--- config.mk ---
export PLATFORM = sky130hd
export DESIGN_NAME = status_led_pattern_sequencer
export DESIGN_NICKNAME = d
export VERILOG_FILES = /design/src/sv/slps_pkg.sv /design/src/sv/status_led_pattern_sequencer.sv /design/src/sv/slps_cfg_regs.sv /design/src/sv/slps_step.sv
export VERILOG_INCLUDE_DIRS = /design/src /design/src/sv
export SDC_FILE = /design/constraint.sdc
export NUM_CORES = 1
export LEC_CHECK = 0
export BUFFER_PORTS_ARGS = -buffer_cell sky130_fd_sc_hd__buf_2
export CORE_UTILIZATION = 62
export DETAILED_ROUTE_END_ITERATION = 8
export GPL_TIMING_DRIVEN = 0
export PLACE_DENSITY = 0.88
export REMOVE_ABC_BUFFERS = 1
export SYNTH_ARGS = -nofsm -noshare
export SYNTH_HDL_FRONTEND = slang
export SYNTH_SLANG_ARGS = --single-unit
--- constraint.sdc ---
create_clock -name clk -period 9 [get_ports clk]
set_input_delay 0.45 -clock clk [delete_from_list [all_inputs] [get_ports clk]]
set_output_delay 0.45 -clock clk [all_outputs]
set_load 0.005 [all_outputs]
--- src/sv/assert_macros.svh ---
`ifndef ASSERT_MACROS_SVH
`define ASSERT_MACROS_SVH

// Same-cycle implication, sampled on clk, off during rst.
`define SLPS_ASSERT_IMPLIES(lbl, ante, cons, msg) \
  lbl: assert property (@(posedge clk) disable iff (rst) (ante) |-> (cons)) \
    else $error(msg);

// Next-cycle implication, sampled on clk, off during rst.
`define SLPS_ASSERT_NEXT(lbl, ante, cons, msg) \
  lbl: assert property (@(posedge clk) disable iff (rst) (ante) |=> (cons)) \
    else $error(msg);

`endif

--- src/sv/slps_pkg.sv ---
`default_nettype none
package slps_pkg;

  typedef enum logic [2:0] {
    MODE_BOOT  = 3'd0,
    MODE_IDLE  = 3'd1,
    MODE_RX    = 3'd2,
    MODE_ERROR = 3'd3,
    MODE_OFF   = 3'd4
  } mode_t;

  localparam logic [1:0] FUNC_TICK  = 2'd0;
  localparam logic [1:0] FUNC_MODE  = 2'd1;
  localparam logic [1:0] FUNC_FORCE = 2'd2;

  localparam logic [2:0] REG_BOOT_HALF    = 3'd0;
  localparam logic [2:0] REG_BREATH_STEP  = 3'd1;
  localparam logic [2:0] REG_RX_HALF      = 3'd2;
  localparam logic [2:0] REG_RX_TIMEOUT   = 3'd3;
  localparam logic [2:0] REG_BOOT_LEVEL   = 3'd4;
  localparam logic [2:0] REG_RX_LEVEL     = 3'd5;
  localparam logic [2:0] REG_BREATH_FLOOR = 3'd6;
  localparam logic [2:0] REG_BREATH_PEAK  = 3'd7;

  typedef struct packed {
    logic [7:0] red;
    logic [7:0] green;
    logic [7:0] blue;
  } color_t;

  typedef struct packed {
    logic [15:0] boot_half;
    logic [15:0] breath_step;
    logic [15:0] rx_half;
    logic [15:0] rx_timeout;
    logic [7:0]  boot_level;
    logic [7:0]  rx_level;
    logic [7:0]  breath_floor;
    logic [7:0]  breath_peak;
  } cfg_t;

  typedef struct packed {
    mode_t       mode;
    mode_t       restore_mode;
    logic        forced;
    logic [15:0] phase_ticks;
    logic [8:0]  breath_index;
    logic        half_select;
    logic [15:0] rx_elapsed;
    color_t      color;
  } state_t;

  localparam cfg_t CFG_RESET = '{
    boot_half:    16'd100,
    breath_step:  16'd200,
    rx_half:      16'd50,
    rx_timeout:   16'd200,
    boot_level:   8'd20,
    rx_level:     8'd50,
    breath_floor: 8'd2,
    breath_peak:  8'd10
  };

  localparam state_t STATE_RESET = '{
    mode:         MODE_BOOT,
    restore_mode: MODE_IDLE,
    forced:       1'b0,
    phase_ticks:  16'd0,
    breath_index: 9'd0,
    half_select:  1'b0,
    rx_elapsed:   16'd0,
    color:        24'd0
  };

endpackage
`default_nettype wire

--- src/sv/status_led_pattern_sequencer.sv ---
// Status LED pattern sequencer: one word per clock in while m_tready does not
// stall the output, one result word per input word out; each accepted word
// passes the input register, then the state update into the result register.
// s_tuser carries the function (tick, mode request, forced-off request); every
// input word yields exactly one result word with the LED color, the current
// mode and the forced-off flag. Configuration writes take effect from the next
// word and do not repaint the LED; write them only while no word is in flight.
`default_nettype none
`include "assert_macros.svh"
module status_led_pattern_sequencer (
  input  wire logic        clk,
  input  wire logic        rst,
  input  wire logic        s_tvalid,
  output logic             s_tready,
  input  wire logic [7:0]  s_tdata,   // [2:0] new_mode, [3] off_request, [7:4] zero
  input  wire logic [1:0]  s_tuser,   // [1:0] func
  output logic             m_tvalid,
  input  wire logic        m_tready,
  output logic [31:0]      m_tdata,   // [7:0] red, [15:8] green, [23:16] blue,
                                      // [26:24] shown_mode, [27] is_forced_off, [31:28] zero
  input  wire logic        cfg_we,
  input  wire logic [2:0]  cfg_index,
  input  wire logic [15:0] cfg_data
);
  import slps_pkg::*;

  cfg_t        cfg;
  state_t      st;
  state_t      st_next;
  logic        in_valid;
  logic [1:0]  in_func;
  logic [2:0]  in_new_mode;
  logic        in_off;
  logic        out_valid;
  logic        advance;
  color_t      out_color;
  mode_t       out_mode;
  logic        out_forced;

  slps_cfg_regs u_cfg (
    .clk       (clk),
    .rst       (rst),
    .cfg_we    (cfg_we),
    .cfg_index (cfg_index),
    .cfg_data  (cfg_data),
    .cfg       (cfg)
  );

  slps_step u_step (
    .cur         (st),
    .cfg         (cfg),
    .func        (in_func),
    .new_mode    (in_new_mode),
    .off_request (in_off),
    .nxt         (st_next)
  );

  assign advance  = in_valid && (!out_valid || m_tready);
  assign s_tready = !in_valid || advance;
  assign m_tvalid = out_valid;
  assign m_tdata  = {4'd0, out_forced, out_mode, out_color.blue, out_color.green,
                     out_color.red};

  always_ff @(posedge clk) begin
    if (rst) begin
      in_valid  <= 1'b0;
      out_valid <= 1'b0;
      st        <= STATE_RESET;
    end else begin
      if (s_tvalid && s_tready) begin
        in_valid <= 1'b1;
      end else if (advance) begin
        in_valid <= 1'b0;
      end
      if (advance) begin
        out_valid <= 1'b1;
        st        <= st_next;
      end else if (m_tready) begin
        out_valid <= 1'b0;
      end
    end
  end

  always_ff @(posedge clk) begin
    if (s_tvalid && s_tready) begin
      in_func     <= s_tuser;
      in_new_mode <= s_tdata[2:0];
      in_off      <= s_tdata[3];
    end
    if (advance) begin
      out_color  <= st_next.color;
      out_mode   <= st_next.mode;
      out_forced <= st_next.forced;
    end
  end

  `SLPS_ASSERT_IMPLIES(a_forced_is_off, st.forced, st.mode == MODE_OFF, "forced without off mode")
  `SLPS_ASSERT_IMPLIES(a_off_is_black, st.mode == MODE_OFF, st.color == '0, "off mode not black")
  `SLPS_ASSERT_IMPLIES(a_half_mode, st.half_select,
    st.mode == MODE_BOOT || st.mode == MODE_RX, "half select in non-blink mode")
  `SLPS_ASSERT_NEXT(a_adv_result, advance, out_valid, "result lost after update")

endmodule
`default_nettype wire

--- src/sv/slps_cfg_regs.sv ---
`default_nettype none
module slps_cfg_regs (
  input  wire logic          clk,
  input  wire logic          rst,
  input  wire logic          cfg_we,
  input  wire logic [2:0]    cfg_index,
  input  wire logic [15:0]   cfg_data,
  output slps_pkg::cfg_t     cfg
);
  import slps_pkg::*;

  always_ff @(posedge clk) begin
    if (rst) begin
      cfg <= CFG_RESET;
    end else if (cfg_we) begin
      case (cfg_index)
        REG_BOOT_HALF:    cfg.boot_half    <= cfg_data;
        REG_BREATH_STEP:  cfg.breath_step  <= cfg_data;
        REG_RX_HALF:      cfg.rx_half      <= cfg_data;
        REG_RX_TIMEOUT:   cfg.rx_timeout   <= cfg_data;
        REG_BOOT_LEVEL:   cfg.boot_level   <= cfg_data[7:0];
        REG_RX_LEVEL:     cfg.rx_level     <= cfg_data[7:0];
        REG_BREATH_FLOOR: cfg.breath_floor <= cfg_data[7:0];
        REG_BREATH_PEAK:  cfg.breath_peak  <= cfg_data[7:0];
        default: ;
      endcase
    end
  end

endmodule
`default_nettype wire

--- src/sv/slps_step.sv ---
`default_nettype none
module slps_step (
  input  wire slps_pkg::state_t cur,
  input  wire slps_pkg::cfg_t   cfg,
  input  wire logic [1:0]       func,
  input  wire logic [2:0]       new_mode,
  input  wire logic             off_request,
  output slps_pkg::state_t      nxt
);
  import slps_pkg::*;

  logic [7:0]  peak;
  logic [8:0]  span;
  logic [9:0]  breath_len;
  logic [15:0] half_len;
  logic [15:0] step_len;
  logic [15:0] pt_inc;
  logic        wrap;
  logic [9:0]  bidx_inc;
  logic [7:0]  lvl;
  logic        set_req;
  mode_t       set_mode;
  logic        repaint;

  // breathing ramp
  always_comb begin
    peak       = (cfg.breath_peak < cfg.breath_floor) ? cfg.breath_floor : cfg.breath_peak;
    span       = {1'b0, peak} - {1'b0, cfg.breath_floor} + 9'd1;
    breath_len = {span, 1'b0};
  end

  // phase counter for the current pattern
  always_comb begin
    case (cur.mode)
      MODE_IDLE: half_len = cfg.breath_step;
      MODE_RX:   half_len = cfg.rx_half;
      default:   half_len = cfg.boot_half;
    endcase
    step_len = (half_len == 16'd0) ? 16'd1 : half_len;
    pt_inc   = cur.phase_ticks + 16'd1;
    wrap     = (pt_inc >= step_len);
    bidx_inc = {1'b0, cur.breath_index} + 10'd1;
  end

  always_comb begin
    nxt      = cur;
    set_req  = 1'b0;
    set_mode = cur.mode;
    repaint  = 1'b0;
    lvl      = cfg.breath_floor;
    case (func)
      FUNC_TICK: begin
        repaint = 1'b1;
        if (cur.rx_elapsed != 16'hFFFF) nxt.rx_elapsed = cur.rx_elapsed + 16'd1;
        case (cur.mode)
          MODE_BOOT: begin
            nxt.phase_ticks = wrap ? 16'd0 : pt_inc;
            if (wrap) nxt.half_select = ~cur.half_select;
          end
          MODE_IDLE: begin
            nxt.phase_ticks = wrap ? 16'd0 : pt_inc;
            if (wrap) nxt.breath_index = (bidx_inc >= breath_len) ? 9'd0 : bidx_inc[8:0];
          end
          MODE_RX: begin
            nxt.phase_ticks = wrap ? 16'd0 : pt_inc;
            if (wrap) begin
              nxt.half_select = ~cur.half_select;
              // end of the off half: time out to idle
              if (cur.half_select && nxt.rx_elapsed > cfg.rx_timeout) begin
                set_req  = 1'b1;
                set_mode = MODE_IDLE;
              end
            end
          end
          default: ;
        endcase
      end
      FUNC_MODE: begin
        if (new_mode <= MODE_OFF) begin
          if (new_mode == MODE_RX) nxt.rx_elapsed = 16'd0;
          if (cur.forced) begin
            nxt.restore_mode = mode_t'(new_mode);
          end else begin
            set_req  = 1'b1;
            set_mode = mode_t'(new_mode);
          end
        end
      end
      FUNC_FORCE: begin
        set_req = 1'b1;
        if (off_request) begin
          nxt.restore_mode = cur.mode;
          nxt.forced       = 1'b1;
          set_mode         = MODE_OFF;
        end else begin
          nxt.forced = 1'b0;
          set_mode   = cur.restore_mode;
        end
      end
      default: ;
    endcase

    if (set_req) begin
      repaint = 1'b0;
      if (set_mode != cur.mode) begin
        nxt.mode         = set_mode;
        nxt.phase_ticks  = 16'd0;
        nxt.breath_index = 9'd0;
        nxt.half_select  = 1'b0;
        repaint          = 1'b1;
      end
    end

    if (repaint) begin
      case (nxt.mode)
        MODE_BOOT: begin
          nxt.color      = '0;
          nxt.color.blue = nxt.half_select ? 8'd0 : cfg.boot_level;
        end
        MODE_IDLE: begin
          if (nxt.breath_index < span) begin
            lvl = cfg.breath_floor + nxt.breath_index[7:0];
          end else if ({1'b0, nxt.breath_index} < breath_len) begin
            lvl = peak - 8'(nxt.breath_index - span);
          end
          nxt.color.red   = lvl;
          nxt.color.green = 8'd0;
          nxt.color.blue  = lvl;
        end
        MODE_RX: begin
          nxt.color       = '0;
          nxt.color.green = nxt.half_select ? 8'd0 : cfg.rx_level;
        end
        MODE_OFF: nxt.color = '0;
        default: ;  // error holds the color
      endcase
    end
  end

endmodule
`default_nettype wire

==> flow_metrics.env <==
export IMPL_grt_usage=0.296
export IMPL_finalSetupViolCount=0
export IMPL_routed_wl_mm=32.6
export IMPL_yosys_register_bits=205
export IMPL_nFillCells=1469
export IMPL_cp_arrival_ns=9.01
export IMPL_cts_sinks=205
export IMPL_htree_levels=1
export IMPL_io_buffers=59
export IMPL_drive_gt1_frac=0.110
export IMPL_yosys_area_top_type="dfxtp_1"
export IMPL_synth_cells=1536
export IMPL_wl_per_cell_um=17.8
export IMPL_antenna_found_initial=0
export IMPL_tightestPinTransition_ns=1.32
export IMPL_synthTopCellsByCount="247 x nand2_1, 171 x dfxtp_1, 155 x a21oi_1"
export IMPL_die_h_um=145
export IMPL_synth_edff_count=34
export IMPL_fin_crit_ns=8.74
export IMPL_cts_root_buf="clkbuf_16"
export IMPL_cts_tree="yes"
export IMPL_p_per_area_mw_per_mm2=178
export IMPL_clock_path_buffers=3
export IMPL_skew_ns=0.0109
export IMPL_dieArea_mm2=0.0210
export IMPL_ios=68
export IMPL_synthDistinctLibCells=88
export IMPL_whs_ns=0.103
export IMPL_cp_start_kind="flip-flop"
export IMPL_cp_slowest_cell="a221o_2"
export IMPL_drt_pass1_iterations=5
export IMPL_numCtsBuffers=23
export IMPL_cp_required_ns=9.26
export IMPL_status="completed"
export IMPL_yosysMostFrequentCell="nand2_1"
export IMPL_fmax_mhz=114
export IMPL_layout_setup_ws_ns=0.257
export IMPL_routed_via_density=6.27
export IMPL_clkSlewWorstSetupHoldPaths_ns=0.06
export IMPL_vias=11500
export IMPL_nNetsFinal=1689
export IMPL_irDropWorstVdd_v=0.000159
export IMPL_yosys_area_top_type_share=0.270
export IMPL_grt_overflow=0
export IMPL_grt_max_degree=135
export IMPL_ys_async_sr_fraction=0
export IMPL_clk_latency_ns=0.52
export IMPL_synth_top_cells_by_area="dfxtp_1 27%, ha_1 9.5%, edfxtp_1 8.1%"
export IMPL_cp_end_kind="flip-flop"
export IMPL_gp_congestion=0.935
export IMPL_hold_viol_final=0
export IMPL_start_util=0.642
export IMPL_ys_flop_type="dfxtp_1"
export IMPL_cpMostUsedCell="ha_1"
export IMPL_hold_class="in2reg"
export IMPL_grt_pass1_wl_mm=51.8
export IMPL_max_stage_delay_ns=0.44
export IMPL_path_max_fanout=5
export IMPL_maxCapViolCount=0
export IMPL_leakage_nw=5.43
export IMPL_drc=0
export IMPL_crit_type="reg2reg"
export IMPL_max_slew_margin=0.116
export IMPL_synth_area_mm2=0.0127
export IMPL_antenna_left=0
export IMPL_synth_warnings=0
export IMPL_area_growth_pct=10.3
export IMPL_grt_pass1_vias=10800
export IMPL_yosysSeqAreaShare=0.351
export IMPL_rows=51
export IMPL_antennaDiodeCount=0
export IMPL_dp_hpwl_mm=22.0
export IMPL_drt_iter0_drc=831
export IMPL_die_width_um=145
export IMPL_pre_cts_ws_ns=-0.824
export IMPL_finalCritPeriodShare=0.971
export IMPL_core_area_mm2=0.0197
export IMPL_syn_avg_cell_area_um2=8.24
export IMPL_maxSlewViolCount=0
-- cell usage in the layout (no fill, tap or decap), drive strengths merged, types with 21 or more instances in the layout --
cell and instances:
nand4 21, nor3 26, nand2 247, a22o 24, dfxtp 171, edfxtp 34
a21oi 156, o21ai 77, xor2 24, buf 75, clkbuf 34, nor2 120
nor2b 25, ha 96, xnor2 30, nand3 31, nand3b 28, inv 72
-- worst paths after layout --
path / start / end / slack, ns / cells past startpoint
setup / recovery: u_cfg.cfg[12]$_SDFFE_PP0P_ / m_tdata[7]$_DFFE_PP_ / 0.26 / 35
hold / removal: s_tdata[2] / in_new_mode[2]$_DFFE_PP_ / 0.10 / 1
setup reg to reg: u_cfg.cfg[12]$_SDFFE_PP0P_ / m_tdata[7]$_DFFE_PP_ / 0.26 / 35
hold reg to reg: u_cfg.cfg[41]$_SDFFE_PP0P_ / u_cfg.cfg[41]$_SDFFE_PP0P_ / 0.45 / 2
-- stage by stage --
stage / power, mW / utilization / TNS [ns] / cells / instance area (µm²)
3_3_place_gp: 1.50 / 0.655 / -16.98 / 1774 / 12900
6_report: 2.48 / 0.708 / 0 / 1832 / 14000
2_1_floorplan: 1.38 / - / 0 / 1450 / 12300
3_5_place_dp: 1.53 / 0.659 / -20.45 / 1778 / 13000
4_1_cts: 2.45 / 0.701 / 0 / 1824 / 13800
5_1_grt: 2.58 / 0.708 / -0.711 / 1832 / 14000
-- timing repair --
item                       CTS  global route
gates cloned                 0             0
setup endpoints to repair   32            32
pin swaps                    2            11
resized for setup           11            17
hold buffers                 0             0
setup buffers                4             8
-- power by group --
group	total, mW	internal [mW]	switching (mW)	leakage, nW
logic	0.579	0.226	0.353	3.36
registers	0.981	0.962	0.0192	1.71
clock network	0.925	0.532	0.392	0.364
total	2.48	1.72	0.764	5.43
-- worst max-delay path: cells and delay by family (launching register included) --
kind            cells  cell delay [ns]
compound gates     17             3.60
xor+xnor            4             0.87
fa+ha+maj           6             2.06
buf+inv             3             0.41
flops               1             0.38
mux                 1             0.40
simple gates        4             0.75
-- logic make-up (layout without fill, tap and decap cells) --
group	count (synthesis)	in the layout	share of synthesized area
muxes	24	24	0.0203
other	1	4	0.000296
buffers and inverters	159	187	0.0517
adders and majority gates	106	106	0.110
xor gates and xnor gates	54	54	0.0373
AOI/OAI and AO/OA	417	417	0.216
and+or+nand+nor	570	570	0.214
DFF	205	205	0.351
-- flip-flops by register name, summed over array words and instances, names as in the netlist --
signal       count
in_valid         1
out_mode         3
in_off           1
m_tdata         24
in_func          2
out_forced       1
u_cfg.cfg       96
st              73
in_new_mode      3
m_tvalid         1
-- metal layers --
layer  wire (µm)  GRT usage
met1       12800      0.353
met2       15900      0.517
met3        1980     0.0396
met4        1860      0.158
met5           0          0
-- cell type report --
type / instances / area, µm² / area share
Sequential cell: 205 / 4450 / 0.318
Clock inverter: 8 / 60.1 / 0.00430
Clock buffer: 34 / 687 / 0.0492
Inverter: 70 / 263 / 0.0188
Multi-Input combinational cell: 1175 / 7720 / 0.553
Timing Repair Buffer: 75 / 458 / 0.0328
Tap cell: 265 / 332 / 0.0237
(Power assumes the default switching activity.)
